--- config.mk ---
export PLATFORM = sky130hd
export DESIGN_NAME = verilog_token_splitter_unit_flat
export DESIGN_NICKNAME = d
export VERILOG_FILES = /design/src/rtl/vts_pkg.sv /design/src/rtl/vts_chan_if.sv /design/src/rtl/vts_lexer.sv /design/src/rtl/vts_out_fifo.sv /design/src/rtl/verilog_token_splitter_unit.sv /design/src/flat_wrapper.sv
export SDC_FILE = /design/constraint.sdc
export NUM_CORES = 1
export LEC_CHECK = 0
export ABC_CLOCK_PERIOD_IN_PS = 4890
export BUFFER_PORTS_ARGS = -buffer_cell sky130_fd_sc_hd__buf_2
export CORE_UTILIZATION = 45
export CTS_BUF_LIST = sky130_fd_sc_hd__clkbuf_8 sky130_fd_sc_hd__clkbuf_16
export CTS_CLUSTER_SIZE = 24
export DETAILED_ROUTE_END_ITERATION = 12
export PLACE_DENSITY = 0.57
export SLEW_MARGIN = 0
export SYNTH_ARGS = -nofsm -noshare
export SYNTH_HDL_FRONTEND = slang
export SYNTH_SLANG_ARGS = --single-unit
--- constraint.sdc ---
create_clock -name clock -period 4.89 [get_ports clock]
set_input_delay 0.2445 -clock clock [delete_from_list [all_inputs] [get_ports clock]]
set_output_delay 0.2445 -clock clock [all_outputs]
set_load 0.1 [all_outputs]
--- src/rtl/vts_pkg.sv ---
// shared types, codes and character classes for the verilog token splitter
// no dependencies; used by every module of the block

package vts_pkg;

   // default output queue depth (power of two, at least 4)
   localparam int OUT_DEPTH_DEFAULT = 8;

   // lexer state codes
   localparam logic [2:0] MODE_IDLE    = 3'd0;
   localparam logic [2:0] MODE_STR     = 3'd1;
   localparam logic [2:0] MODE_IDENT   = 3'd2;
   localparam logic [2:0] MODE_NUM     = 3'd3;
   localparam logic [2:0] MODE_COMMENT = 3'd4;
   localparam logic [2:0] MODE_HELD    = 3'd5;

   // token kind codes
   localparam logic [2:0] KIND_STR    = 3'd0;
   localparam logic [2:0] KIND_IDENT  = 3'd1;
   localparam logic [2:0] KIND_NUM    = 3'd2;
   localparam logic [2:0] KIND_OP2    = 3'd3;
   localparam logic [2:0] KIND_SINGLE = 3'd4;
   localparam logic [2:0] KIND_END    = 3'd5;

   // characters with a role of their own
   localparam logic [7:0] CH_NUL    = 8'h00;
   localparam logic [7:0] CH_DQUOTE = 8'h22;
   localparam logic [7:0] CH_TICK   = 8'h27;
   localparam logic [7:0] CH_BTICK  = 8'h60;
   localparam logic [7:0] CH_DOLLAR = 8'h24;
   localparam logic [7:0] CH_NL     = 8'h0a;
   localparam logic [7:0] CH_SLASH  = 8'h2f;
   localparam logic [7:0] CH_UNDER  = 8'h5f;
   localparam logic [7:0] CH_EQ     = 8'h3d;
   localparam logic [7:0] CH_BANG   = 8'h21;
   localparam logic [7:0] CH_LT     = 8'h3c;
   localparam logic [7:0] CH_GT     = 8'h3e;
   localparam logic [7:0] CH_AMP    = 8'h26;
   localparam logic [7:0] CH_BAR    = 8'h7c;

   typedef struct packed {
      logic [7:0] ch;
      logic       is_end;
   } req_item_type;

   typedef struct packed {
      logic [7:0] tok_char;
      logic [2:0] kind;
      logic       first;
      logic       last_of_run;
   } rsp_item_type;

   typedef struct packed {
      logic [2:0] mode;
      logic [7:0] held_char;
   } lex_state_type;

   // results of one item: how many, and the two slots in order
   typedef struct packed {
      logic [1:0]   count;
      rsp_item_type item0;
      rsp_item_type item1;
   } lex_out_type;

   function automatic logic is_space(input logic [7:0] c);
      return c inside {8'h20, 8'h09, 8'h0a, 8'h0b, 8'h0c, 8'h0d};
   endfunction

   function automatic logic is_digit(input logic [7:0] c);
      return c inside {[8'h30:8'h39]};
   endfunction

   function automatic logic is_alpha(input logic [7:0] c);
      return c inside {[8'h41:8'h5a], [8'h61:8'h7a]};
   endfunction

   function automatic logic is_ident_start(input logic [7:0] c);
      return is_alpha(c) || c inside {CH_UNDER, CH_DOLLAR, CH_BTICK};
   endfunction

   function automatic logic is_ident_char(input logic [7:0] c);
      return is_ident_start(c) || is_digit(c);
   endfunction

   function automatic logic may_pair(input logic [7:0] c);
      return c inside {CH_EQ, CH_BANG, CH_LT, CH_GT, CH_AMP, CH_BAR};
   endfunction

   function automatic logic is_pair(input logic [7:0] a, input logic [7:0] b);
      return ((b == CH_EQ) && (a inside {CH_EQ, CH_BANG, CH_LT, CH_GT})) ||
             ((a == CH_LT) && (b == CH_LT)) || ((a == CH_GT) && (b == CH_GT)) ||
             ((a == CH_AMP) && (b == CH_AMP)) || ((a == CH_BAR) && (b == CH_BAR));
   endfunction

endpackage

--- src/rtl/vts_chan_if.sv ---
// valid/ready channel carrying one payload item per handshake
// payload type given by the instantiating level, usually from vts_pkg

interface vts_chan_if #(parameter type payload_type = logic) ();
   logic        valid;
   logic        ready;
   payload_type payload;

   modport source (output valid, output payload, input ready);
   modport sink (input valid, input payload, output ready);
endinterface

--- src/rtl/vts_lexer.sv ---
// next-state and result logic of the tokenizer for one input item
// uses vts_pkg for codes, types and character classes

module vts_lexer
   import vts_pkg::*;
(
   input  req_item_type  item,
   input  lex_state_type state,
   output lex_state_type state_in,
   output lex_out_type   result
);

   logic         end_item;
   logic [7:0]   c;
   // what a byte does when it arrives between tokens
   logic         idle_emit;
   rsp_item_type idle_item;
   logic [2:0]   idle_mode;
   logic         idle_hold;
   rsp_item_type held_item;

   assign c        = item.ch;
   assign end_item = item.is_end || (c == CH_NUL);

   // byte arriving between tokens
   always_comb begin
      idle_emit = 1'b0;
      idle_hold = 1'b0;
      idle_mode = MODE_IDLE;
      idle_item = '{tok_char: c, kind: KIND_SINGLE, first: 1'b1, last_of_run: 1'b0};
      if (is_space(c)) begin
         idle_mode = MODE_IDLE;
      end else if (c == CH_DQUOTE) begin
         idle_emit      = 1'b1;
         idle_item.kind = KIND_STR;
         idle_mode      = MODE_STR;
      end else if (is_ident_start(c)) begin
         idle_emit      = 1'b1;
         idle_item.kind = KIND_IDENT;
         idle_mode      = MODE_IDENT;
      end else if (is_digit(c)) begin
         idle_emit      = 1'b1;
         idle_item.kind = KIND_NUM;
         idle_mode      = MODE_NUM;
      end else if ((c == CH_SLASH) || may_pair(c)) begin
         idle_hold = 1'b1;
         idle_mode = MODE_HELD;
      end else begin
         idle_emit = 1'b1;
      end
   end

   assign held_item = '{tok_char: state.held_char, kind: KIND_SINGLE, first: 1'b1,
                        last_of_run: 1'b0};

   // main decision on the current mode
   always_comb begin
      state_in     = state;
      result.count = 2'd0;
      result.item0 = idle_item;
      result.item1 = idle_item;
      if (end_item) begin
         result.item1 = '{tok_char: CH_NUL, kind: KIND_END, first: 1'b1, last_of_run: 1'b0};
         if (state.mode == MODE_HELD) begin
            result.item0 = held_item;
            result.count = 2'd2;
         end else begin
            result.item0 = result.item1;
            result.count = 2'd1;
         end
         state_in.mode      = MODE_IDLE;
         state_in.held_char = CH_NUL;
      end else begin
         case (state.mode)
            MODE_STR: begin
               result.item0 = '{tok_char: c, kind: KIND_STR, first: 1'b0, last_of_run: 1'b0};
               result.count = 2'd1;
               if (c == CH_DQUOTE) begin
                  state_in.mode = MODE_IDLE;
               end
            end
            MODE_IDENT, MODE_NUM: begin
               if (((state.mode == MODE_IDENT) && is_ident_char(c)) ||
                   ((state.mode == MODE_NUM) &&
                    (is_alpha(c) || is_digit(c) || (c == CH_TICK)))) begin
                  result.item0 = '{tok_char: c,
                                   kind: (state.mode == MODE_IDENT) ? KIND_IDENT : KIND_NUM,
                                   first: 1'b0, last_of_run: 1'b0};
                  result.count = 2'd1;
               end else begin
                  result.count  = {1'b0, idle_emit};
                  state_in.mode = idle_mode;
                  if (idle_hold) begin
                     state_in.held_char = c;
                  end
               end
            end
            MODE_COMMENT: begin
               if (c == CH_NL) begin
                  state_in.mode = MODE_IDLE;
               end
            end
            MODE_HELD: begin
               if ((state.held_char == CH_SLASH) && (c == CH_SLASH)) begin
                  state_in.mode = MODE_COMMENT;
               end else if (is_pair(state.held_char, c)) begin
                  result.item0 = '{tok_char: state.held_char, kind: KIND_OP2, first: 1'b1,
                                   last_of_run: 1'b0};
                  result.item1 = '{tok_char: c, kind: KIND_OP2, first: 1'b0,
                                   last_of_run: 1'b0};
                  result.count  = 2'd2;
                  state_in.mode = MODE_IDLE;
               end else begin
                  // flush the held byte, then take the new one as between tokens
                  result.item0  = held_item;
                  result.count  = idle_emit ? 2'd2 : 2'd1;
                  state_in.mode = idle_mode;
                  if (idle_hold) begin
                     state_in.held_char = c;
                  end
               end
            end
            default: begin
               result.count  = {1'b0, idle_emit};
               state_in.mode = idle_mode;
               if (idle_hold) begin
                  state_in.held_char = c;
               end
            end
         endcase
      end
      // mark the last result of this item
      result.item0.last_of_run = (result.count == 2'd1);
      result.item1.last_of_run = 1'b1;
   end

endmodule

--- src/rtl/vts_out_fifo.sv ---
// output queue of result items: up to two written per cycle, one read per cycle while the receiver is ready
// uses vts_pkg for the result type and vts_chan_if for the output channel

module vts_out_fifo
   import vts_pkg::*;
#(
   parameter int DEPTH = OUT_DEPTH_DEFAULT
) (
   input  logic                       clock,
   input  logic                       reset,
   input  logic [1:0]                 push_count,
   input  rsp_item_type               push_item0,
   input  rsp_item_type               push_item1,
   output logic [$clog2(DEPTH+1)-1:0] fill,
   vts_chan_if.source                 rsp_chan
);

   localparam int AW = $clog2(DEPTH);
   localparam int CW = $clog2(DEPTH + 1);

   rsp_item_type    slot_ff [DEPTH];
   logic [AW-1:0]   wr_ptr_ff;
   logic [AW-1:0]   wr_ptr_in;
   logic [AW-1:0]   rd_ptr_ff;
   logic [AW-1:0]   rd_ptr_in;
   logic [CW-1:0]   count_ff;
   logic [CW-1:0]   count_in;
   logic            pop;

   assign pop              = rsp_chan.valid && rsp_chan.ready;
   assign rsp_chan.valid   = (count_ff != '0);
   assign rsp_chan.payload = slot_ff[rd_ptr_ff];
   assign fill             = count_ff;

   // pointer and fill bookkeeping
   always_comb begin
      wr_ptr_in = wr_ptr_ff + AW'(push_count);
      rd_ptr_in = rd_ptr_ff + AW'(pop);
      count_in  = count_ff + CW'(push_count) - CW'(pop);
   end

   always_ff @(posedge clock) begin
      if (reset) begin
         wr_ptr_ff <= '0;
         rd_ptr_ff <= '0;
         count_ff  <= '0;
      end else begin
         wr_ptr_ff <= wr_ptr_in;
         rd_ptr_ff <= rd_ptr_in;
         count_ff  <= count_in;
      end
   end

   // result slots, written in item order
   always_ff @(posedge clock) begin
      if (push_count != 2'd0) begin
         slot_ff[wr_ptr_ff] <= push_item0;
      end
      if (push_count == 2'd2) begin
         slot_ff[wr_ptr_ff + AW'(1)] <= push_item1;
      end
   end

   // queue never written past its depth
   a_no_overflow: assert property (@(posedge clock) disable iff (reset)
      ((CW+1)'(count_ff) + (CW+1)'(push_count) <= (CW+1)'(DEPTH)))
      else $error("output queue overflow");

   // fill follows pushes and pops
   a_fill_track: assert property (@(posedge clock) disable iff (reset)
      !$past(reset) |-> (count_ff == $past(count_ff) + CW'($past(push_count))
                         - CW'($past(pop))))
      else $error("output queue fill count out of step");

   // fill never exceeds the depth
   a_fill_range: assert property (@(posedge clock) disable iff (reset)
      (count_ff <= CW'(DEPTH)))
      else $error("output queue fill beyond depth");

   // a pair of writes never reports more than two items
   a_push_range: assert property (@(posedge clock) disable iff (reset)
      (push_count != 2'd3))
      else $error("invalid push count");

endmodule

--- src/rtl/verilog_token_splitter_unit.sv ---
// Streaming Verilog tokenizer: one source byte per input item, one token character per
// result item with its kind and a first-of-token mark; whitespace and line comments are
// dropped, operator and slash bytes wait one item for lookahead. An input item is taken in
// any cycle while the output queue has room for the items already in flight, and it
// gives its results (zero to two) first through the input register, then through the
// lexer logic into the output queue. The output side delivers one result per cycle while
// the receiver is ready, so the sustained rate is set by the output port: one item per
// cycle when each item gives at most one result, slower for items that give two. OUT_DEPTH
// must be a power of two, at least 4.
// uses vts_pkg, vts_chan_if, vts_lexer and vts_out_fifo

module verilog_token_splitter_unit
   import vts_pkg::*;
#(
   parameter int OUT_DEPTH = OUT_DEPTH_DEFAULT
) (
   input  logic       clock,
   input  logic       reset,
   vts_chan_if.sink   req_chan,
   vts_chan_if.source rsp_chan
);

   localparam int CW = $clog2(OUT_DEPTH + 1);

   logic                stage_valid_ff;
   req_item_type        stage_item_ff;
   lex_state_type       state_ff;
   lex_state_type       state_in;
   lex_out_type         lex_out;
   logic [1:0]          push_count;
   logic [CW-1:0]       fill;
   logic                accept;

   // room for the staged item's results plus two more from a new item
   assign push_count     = stage_valid_ff ? lex_out.count : 2'd0;
   assign req_chan.ready = ((CW+1)'(fill) + (CW+1)'(push_count)) <= (CW+1)'(OUT_DEPTH - 2);
   assign accept         = req_chan.valid && req_chan.ready;

   // input register
   always_ff @(posedge clock) begin
      if (reset) begin
         stage_valid_ff <= 1'b0;
      end else begin
         stage_valid_ff <= accept;
      end
   end

   always_ff @(posedge clock) begin
      if (accept) begin
         stage_item_ff <= req_chan.payload;
      end
   end

   // tokenizer state, advanced once per staged item
   always_ff @(posedge clock) begin
      if (reset) begin
         state_ff.mode      <= MODE_IDLE;
         state_ff.held_char <= CH_NUL;
      end else if (stage_valid_ff) begin
         state_ff <= state_in;
      end
   end

   vts_lexer u_lexer (
      .item     (stage_item_ff),
      .state    (state_ff),
      .state_in (state_in),
      .result   (lex_out)
   );

   vts_out_fifo #(
      .DEPTH (OUT_DEPTH)
   ) u_out_fifo (
      .clock      (clock),
      .reset      (reset),
      .push_count (push_count),
      .push_item0 (lex_out.item0),
      .push_item1 (lex_out.item1),
      .fill       (fill),
      .rsp_chan   (rsp_chan)
   );

endmodule

--- src/flat_wrapper.sv ---
// flat-port wrapper written by rule: the top's interface ports become plain ports
module verilog_token_splitter_unit_flat import vts_pkg::*;
#(
   parameter int OUT_DEPTH = OUT_DEPTH_DEFAULT
)
  (clock, reset, req_chan_valid, req_chan_payload, req_chan_ready, rsp_chan_valid, rsp_chan_payload, rsp_chan_ready);
  vts_chan_if #(.payload_type(req_item_type)) req_chan_i ();
  vts_chan_if #(.payload_type(rsp_item_type)) rsp_chan_i ();
  input  logic clock;
  input  logic reset;
  input wire logic [$bits(req_chan_i.valid)-1:0] req_chan_valid;
  input wire logic [$bits(req_chan_i.payload)-1:0] req_chan_payload;
  output wire logic [$bits(req_chan_i.ready)-1:0] req_chan_ready;
  output wire logic [$bits(rsp_chan_i.valid)-1:0] rsp_chan_valid;
  output wire logic [$bits(rsp_chan_i.payload)-1:0] rsp_chan_payload;
  input wire logic [$bits(rsp_chan_i.ready)-1:0] rsp_chan_ready;
  assign req_chan_i.valid = req_chan_valid;
  assign req_chan_i.payload = req_chan_payload;
  assign req_chan_ready = req_chan_i.ready;
  assign rsp_chan_valid = rsp_chan_i.valid;
  assign rsp_chan_payload = rsp_chan_i.payload;
  assign rsp_chan_i.ready = rsp_chan_ready;
  verilog_token_splitter_unit #(.OUT_DEPTH(OUT_DEPTH)) u_core (.clock(clock), .reset(reset), .req_chan(req_chan_i), .rsp_chan(rsp_chan_i));
endmodule
Word-level counts from Yosys, hierarchy flattened. Memory sizes are Yosys's and may differ from the RTL's. A register that Yosys moved wholly into a read port is not among the register bits. Index checks and enable logic that the tools add are counted.

Register bits: 31. RAM bits: 104. Input bits: 13. Output and inout bits: 15. Logic and storage cells: 144. Memories: 1.

Memories: u_core.u_out_fifo.slot_ff (words 8, bits a word 13, rd ports 1, clocked after Yosys merged registers in 1, write ports 2, line vts_out_fifo.sv:21) `rsp_item_type slot_ff [DEPTH];`.

$add $sub $neg: 6. $lt $le $gt $ge: 7. Equality and inequality tests: 38. Multiplexer cells: 48. Reduce and logical (&&, ||, !) cells: 36.

Operators with widths (number): $eq A8 B6 Y1 const B (16); $mux W28 (2); $mux W3 (14); $eq A8 B4 Y1 const B (5); $pmux W13 S3 (1); $eq A8 B7 Y1 const B (4); $mux W15 (2); $mux W8 (3); $pmux W8 S3 (1); $mux W11 (2); $ge A8 B7 Y1 const B (2); $le A8 B7 Y1 const B (2); $mux W1 (15); $ne A3 B3 Y1 const B (5); $logic_and A1 B1 Y1 (13); $mux W13 (1); $pmux W3 S4 (1); $reduce_bool A6 Y1 (2); $logic_or A1 B1 Y1 (11); $mux W5 (2); $ge A8 B6 Y1 const B (1); $le A8 B6 Y1 const B (1); $logic_not A8 Y1 (1); $pmux W2 S4 (1); other kinds (20) (27).

Depth between registers and ports, before layout. Gate-level depths: netlist of the first run.

Depth in word-level cells: 17. Depth in mapped cells: 16. Gate-level depth less buffers: 14.

Modules after synthesis. A second synthesis of the first run with hierarchy kept.

Cells, all modules: 635. Area total of the unflattened synthesis: 8214.1 sq um.

Modules (own cells, without submodules): vts_out_fifo (instances 1, cells each 345, area an instance 5909.4 sq um); vts_lexer (instances 1, cells each 224, area an instance 1448.9 sq um); verilog_token_splitter_unit (instances 1, cells each 66, area an instance 855.8 sq um).

Worst setup path before layout of the first run. Ideal clock, no wire load.

Path type: register to register. Start point: register u_core.stage_item_ff[5] (netlist bit). End point: register u_core.stage_item_ff[0] (netlist bit) (enable). Library setup time: 342 ps. Data arrival time: 6153 ps. Data required time: 4548 ps. Setup slack: -1605 ps. Cell stages (with the launch flop): 14. Path buffers: 1. Cell sequence: edfxtp_1 -> buf_2 -> or4b_4 -> or4_4 -> a2111oi_4 -> or2_1 -> o31a_1 -> nor2b_1 -> ha_1 -> fa_1 -> xor2_1 -> a32o_1 -> nor3b_1 -> and2_1.

Longest elaborated chain between the ends: 17. Elaborated cells between the ends (all ways): 66. Those cells by class: add/sub: 1; order compare: 7; eq/ne: 18; mux: 12; reduce/logical: 28.

RTL lines: from (decl) (line verilog_token_splitter_unit.sv:26) `req_item_type stage_item_ff;`; from (signal assigned) (line verilog_token_splitter_unit.sv:50) `stage_item_ff <= req_chan.payload;`; parallel branches: the longest is 12 deep, another holds $ge A8 B7 Y1; $mux W28 * (line vts_lexer.sv:62) `if (end_item) begin`; $mux W2 * (line verilog_token_splitter_unit.sv:35) `assign push_count = stage_valid_ff ? lex_out.count : 2'd0;`; $add A4 B2 Y5 * (line verilog_token_splitter_unit.sv:36) `assign req_chan.ready = ((CW+1)'(fill) + (CW+1)'(push_count)) <= (CW+1)'(OUT_DEPTH - 2);`; $le A5 B3 Y1 * (line verilog_token_splitter_unit.sv:36); named net req_chan_ready (line flat_wrapper.sv:13) `output wire logic [$bits(req_chan_i.ready)-1:0] req_chan_ready;`; $logic_and A1 B1 Y1 * (line verilog_token_splitter_unit.sv:37) `assign accept = req_chan.valid && req_chan.ready;`; named net u_core.accept (line verilog_token_splitter_unit.sv:32) `logic accept;`.

Mark *: on every way through the listed nets, which the timed path passes. A chain may end at the register's enable or synchronous reset.

Final worst setup path of the first run.
Start point: register u_core.stage_item_ff[7] (netlist bit). End point: output port req_chan_ready.

Longest elaborated chain between the ends: 16. Elaborated cells between the ends (all ways): 65. Those cells by class: add/sub: 1; order compare: 7; eq/ne: 18; mux: 12; reduce/logical: 27.

RTL lines (line): parallel branches: the longest is 12 deep, another holds $ge A8 B7 Y1; $mux W28 * (vts_lexer.sv:62); $mux W2 * (verilog_token_splitter_unit.sv:35); $add A4 B2 Y5 * (verilog_token_splitter_unit.sv:36); $le A5 B3 Y1 * (verilog_token_splitter_unit.sv:36); to (decl) (flat_wrapper.sv:13).

Mark *: on every way between the ends.

==> results.cfg, run 1 <==
[global_route]
antenna_found_initial = 0
grt_pass1_vias = 5646
grt_pass1_wl_um = 32700
overflow = 0
track_usage_pct = 26.5
grt_max_degree = 28

[logic_synthesis]
synth_cells = 639
async_flop_share_pct = 0
synth_edf_count = 105
ys_warn_count = 0
ys.flop_type = edfxtp_1
syn_nets = 668
ys_types = 74
ys_seq_elements = 135
synth_area_um2 = 7470
synth_seq_area_share_pct = 50.2
avgSynthCellArea_um2 = 11.7

[cts]
cts_max_level = 4
cts_resized = 0
clkLatencyLatePin_ns = 0.43
clock_sinks = 135
cts_tree = done
clk_pin_slew_worst_paths_ns = 0.06
cts_root_buffer = clkbuf_16
cts_buffers = 17
cts.path.max_buffers = 2

[floorplanning]
row_count = 46
dieArea_um2 = 17100
core_um2 = 16100
die_h_um = 131
dieWidth_um = 131
io_pins = 28
start_util_pct = 46.5

[routing]
vias = 5761
viasPerCell = 6.44
wl_met3_um = 1460
met1_length_um = 8710
first_pass_iters = 5
maxUsedRoutingLayer = met4
drtIter0Drc = 628
routed_wirelength_um = 21100
drc_errors = 0
ant_nets = 0
met2WireLength_um = 10400
wl_per_cell_um = 23.6

[run]
drv_cap = 0

[critical_path]
endpoint_kind = output pin
path_cells = or4b_4, or4_4, a2111oi_4, or2_1, o31a_1, nor2b_2, ha_2, fa_2, xor2_1, a32o_2, nor3b_4, buf_12
critical_path_class = flop to output pin
crit_fanout = 9
crit_arrival_ns = 4.42
slowest_delay_ns = 0.63
critPathRequiredTime_ns = 4.65
critPathLaunchType = flop
slowest_stage = or4b_4

[sta]
clock_skew_ns = 0.00946
maxClockFrequency_mhz = 214
worstMarginPinSlew_ns = 0.891
post-route-min-period_ns = 4.67
maxSlewHeadroom_pct = 40.6
setup_viol = 0
min_period_over_period_pct = 95.5
setup_tns_ns = 0
rsz0062_at_grt = false
finalWorstSetupSlack_ns = 0.222
maxSlewViolCount = 0
hold_viol = 0

[power_and_ir_drop]
powerDensity_nw_per_um2 = 467
p_leak_nw = 2.92
power_mw = 3.97
ir_worst_vdd_mv = 0.423

[layout]
drive_gt1_share_pct = 23.4
multi_input_area_um2 = 3430
antenna_cells = 0
regArea_um2 = 3760
fillers = 1380
area.growth.synth_to_final_pct = 13.8
finalNetCount = 695

[hold_path]
hp-class = input pin to flop

[placed_design]
dpl.hpwl_um = 14100
dpl_worst_slack_ns = 0.420
io_buffers = 27
gp_congestion = 0.904

[status]
status = finished, final reports clean
[routing by layer]
| metal | vias up | track usage [%] |
|---|---|---|
| met4 | 0 | 10.1 |
| met1 | 2879 | 33.4 |
| met3 | 36 | 5.09 |
| li1 | 2578 | - |
| met5 | - | 0 |
| met2 | 268 | 44.9 |
[worst paths after layout]
check             slack [ns]  cells after the start                              end                            start
hold / removal          0.02                      1          u_core.stage_item_ff[8]              req_chan_payload[8]
hold reg to reg         0.48                      2  u_core.u_out_fifo.slot_ff[5][0]  u_core.u_out_fifo.slot_ff[5][0]
setup reg to reg        0.54                     12          u_core.stage_item_ff[5]          u_core.stage_item_ff[7]
setup / recovery        0.22                     12                   req_chan_ready          u_core.stage_item_ff[7]
[kinds of logic (layout without fill, tap and decap cells)]
group	count (synthesis)	after routing	share of synthesized area, %
flops	135	135	50.2
simple gates	175	175	13.8
buf+inv	73	113	4.19
fa+ha+maj	17	17	3.12
mux	41	41	10.1
compound gates	190	190	17.6
xor+xnor	8	8	0.938
[area by class of cell]
type                    count  area share, %
repair buffers             63           5.18
well taps                 216           3.18
inverters                  18          0.795
clock buffers              21           5.65
clock inverters            11          0.692
multi-input cells         431           40.3
flip-flops and latches    135           44.2
[through the flow]
stage               instance area, um2  util, %  hold WS [ns]  std cells
finish                            8500     53.0        0.0168        895
global route                      8500     53.0        0.0112        895
CTS                               8500     52.9       0.00860        894
detailed placement                7880     49.0         0.423        854
global placement                  7880     49.0         0.423        854
floorplan                         7500        -         0.343        639
[where the power goes]
part / internal, mW / switching (mW)
Clock: 0.691 / 0.479
Sequential: 1.31 / 0.132
Combinational: 0.451 / 0.912
[registers in the layout, indices dropped and copies added, names as in the netlist]
signal,cells
u_core.stage_item_ff,9
u_core.stage_valid_ff,1
u_core.state_ff,11
u_core.u_out_fifo.fill,4
u_core.u_out_fifo.rd_ptr_ff,3
u_core.u_out_fifo.slot_ff,104
u_core.u_out_fifo.wr_ptr_ff,3
[repair_timing]
action,4_1_cts,5_1_grt
setup endpoints to repair,0,1
hold buffers,8,0
buffers inserted,0,1
endpoints found under the hold margin,8,0
[worst max-delay path, delay by kind of cell, from the launching register on]
| family | cells | cell delay [ns] |
|---|---|---|
| adders and majority gates | 2 | 0.56 |
| DFF | 1 | 0.53 |
| buffers and inverters | 1 | 0.21 |
| xor gates and xnor gates | 1 | 0.16 |
| and+or+nand+nor | 5 | 1.61 |
| AOI/OAI and AO/OA | 3 | 0.93 |
[cell usage in the layout (no fill, tap or decap), drive strengths merged, types with 4 or more instances in the layout]
master and n:
a21oi 27, dfxtp 30, ha 13, o22ai 99, a41oi 4, nand3 13, or3 7, edfxtp 105
a31oi 6, xnor2 4, nand2 24, mux4 26, buf 55, clkbuf 21, nand3b 4, and3 5
nand2b 22, nor2b 16, dlygate4sd3 8, nor3 4, clkinv 5, and2 12, xor2 4, nor3b 6
inv 22, nand4 6, mux2 13, nor4 5, o21ai 17, nor2 38
[cells in the mapped netlist, types with 9 or more instances]
| master | instances | area share, % |
|---|---|---|
| a21oi_1 | 27 | 1.8 |
| and2_1 | 10 | 0.84 |
| buf_2 | 13 | 0.87 |
| clkbuf_1 | 32 | 1.6 |
| dfxtp_1 | 30 | 8.0 |
| edfxtp_1 | 105 | 42 |
| ha_1 | 13 | 2.2 |
| inv_1 | 18 | 0.90 |
| mux2_2 | 13 | 2.0 |
| mux4_2 | 26 | 7.8 |
| nand2_1 | 24 | 1.2 |
| nand2b_1 | 22 | 1.8 |
| nand3_1 | 9 | 0.60 |
| nor2_1 | 38 | 1.9 |
| nor2b_1 | 16 | 1.3 |
| o21ai_0 | 17 | 1.1 |
| o22ai_1 | 90 | 7.5 |
| o22ai_2 | 9 | 1.5 |
(Power assumes the default switching activity.)
==> inputs of run 2 (changes only) <==
MAX_ROUTING_LAYER = met4   (was unset)
==> results.cfg, run 2 (same netlist as run 1, synthesis figures left out) <==
[layout]
regArea_um2 = 3760
layout_commonest_cell = edfxtp_1
area.growth.synth_to_final_pct = 14.9
antenna_cells = 0
largest_register_ffs = 104
top_regs = u_core.u_out_fifo.slot_ff x104, u_core.state_ff x11, u_core.stage_item_ff x9
fillers = 1367
design_area_um2 = 8580
final_cell_mix = edfxtp_1 (105), o22ai_1 (90), nor2_1 (38)
finalNetCount = 696
max_flop_register = u_core.u_out_fifo.slot_ff
multi_input_area_um2 = 3430
drive_gt1_share_pct = 23.7

[routing]
ant_nets = 0
wl_per_cell_um = 23.9
drc_errors = 0
wl_met3_um = 1420
maxUsedRoutingLayer = met4
routed_wirelength_um = 21400
vias = 5688
first_pass_iters = 6
viasPerCell = 6.35
drtIter0Drc = 536
met1_length_um = 9110
met2WireLength_um = 10500

[cts]
clk_pin_slew_worst_paths_ns = 0.06
cts_buffers = 17
cts_max_level = 4
cts_resized = 0
cts.path.max_buffers = 2
clkLatencyLatePin_ns = 0.42
cts_tree = done
clock_sinks = 135
cts_root_buffer = clkbuf_16

[sta]
min_period_over_period_pct = 96.4
setup_viol = 0
timing.hold.ws_ns = 0.00853
maxSlewHeadroom_pct = 27.0
maxSlewViolCount = 0
finalWorstSetupSlack_ns = 0.176
maxClockFrequency_mhz = 212
post-route-min-period_ns = 4.71
clock_skew_ns = 0.00798
worstMarginPinSlew_ns = 1.09
hold_viol = 0
rsz0062_at_grt = false
setup_tns_ns = 0

[power_and_ir_drop]
power_mw = 4.16
p_leak_nw = 2.96
ir_worst_vdd_mv = 0.456
powerDensity_nw_per_um2 = 485

[floorplanning]
core_um2 = 16100
dieWidth_um = 131
dieArea_um2 = 17100
start_util_pct = 46.5
row_count = 46
io_pins = 28
die_h_um = 131

[status]
status = finished, final reports clean

[global_route]
antenna_found_initial = 0
track_usage_pct = 27.1
overflow = 0
grt_pass1_vias = 5637
grt_pass1_wl_um = 32400
grt_max_degree = 28

[run]
drv_cap = 0

[critical_path]
crit_arrival_ns = 4.47
critical_path_class = flop to output pin
critPathRequiredTime_ns = 4.65
critPathLaunchType = flop
crit_fanout = 6
endpoint_kind = output pin

[hold_path]
hp-class = input pin to flop

[placed_design]
dpl.hpwl_um = 14100
io_buffers = 27
gp_congestion = 0.961
dpl-instance-area_um2 = 7870
dpl_worst_slack_ns = 0.425
-- run 2: cell types whose count changed in the layout (fill, tap and decap cells not counted), sizes merged --
cell | before | now
buf | 55 | 56
bufinv | 0 | 4
clkbuf | 21 | 17
clkinv | 5 | 8
clkinvlp | 2 | 0
inv | 22 | 21
-- run 2: through the flow --
step           util, %  std cells
6_report          53.5        896
3_3_place_gp      49.0        853
3_5_place_dp      49.0        853
2_1_floorplan        -        639
5_1_grt           53.5        896
4_1_cts           53.3        893
-- run 2: area by class of cell --
class	instances	area share, %
tap	216	3.15
multi-input combinational	431	40.0
sequential	135	43.8
clock buffer	17	4.96
inverter	18	0.787
clock inverter	15	2.17
timing repair buffer	64	5.22
-- run 2: timing repair --
item	in CTS	in global routing
setup endpoints to repair	0	1
setup buffers	0	3
endpoints found under the hold margin	8	0
hold buffers	8	0
-- run 2: worst paths after layout --
check	cells after the start	startpoint	slack, ns	endpoint
worst max-delay path	12	u_core.stage_item_ff[7]	0.18	req_chan_ready
worst min-delay path	1	req_chan_payload[7]	0.009	u_core.stage_item_ff[7]
worst max register to register	12	u_core.stage_item_ff[7]	0.50	u_core.stage_item_ff[1]
worst min register to register	2	u_core.u_out_fifo.slot_ff[5][0]	0.48	u_core.u_out_fifo.slot_ff[5][0]
-- run 2: power breakdown --
| part | switching [mW] | leakage (nW) | internal [mW] | total (mW) |
|---|---|---|---|---|
| Clock | 0.497 | 0.311 | 0.847 | 1.34 |
| Combinational | 0.886 | 1.44 | 0.454 | 1.34 |
| Sequential | 0.166 | 1.21 | 1.31 | 1.48 |
| Total | 1.55 | 2.96 | 2.61 | 4.16 |
-- run 2: per-layer routing --
| layer | track usage (%) | vias to the layer above |
|---|---|---|
| li1 | - | 2580 |
| met1 | 33.6 | 2822 |
| met2 | 45.0 | 246 |
| met3 | 4.89 | 40 |
| met4 | 8.52 | 0 |
| met5 | - | - |
-- run 2: critical path, cell delays in order (launching register included) --
cell	delay, ns
edfxtp_1	0.45
or4b_4	0.61
or4_4	0.45
a2111oi_4	0.45
or2_1	0.21
o31a_1	0.30
nor2b_2	0.11
ha_2	0.21
fa_2	0.34
xor2_1	0.17
a32o_2	0.28
nor3b_4	0.24
buf_12	0.21
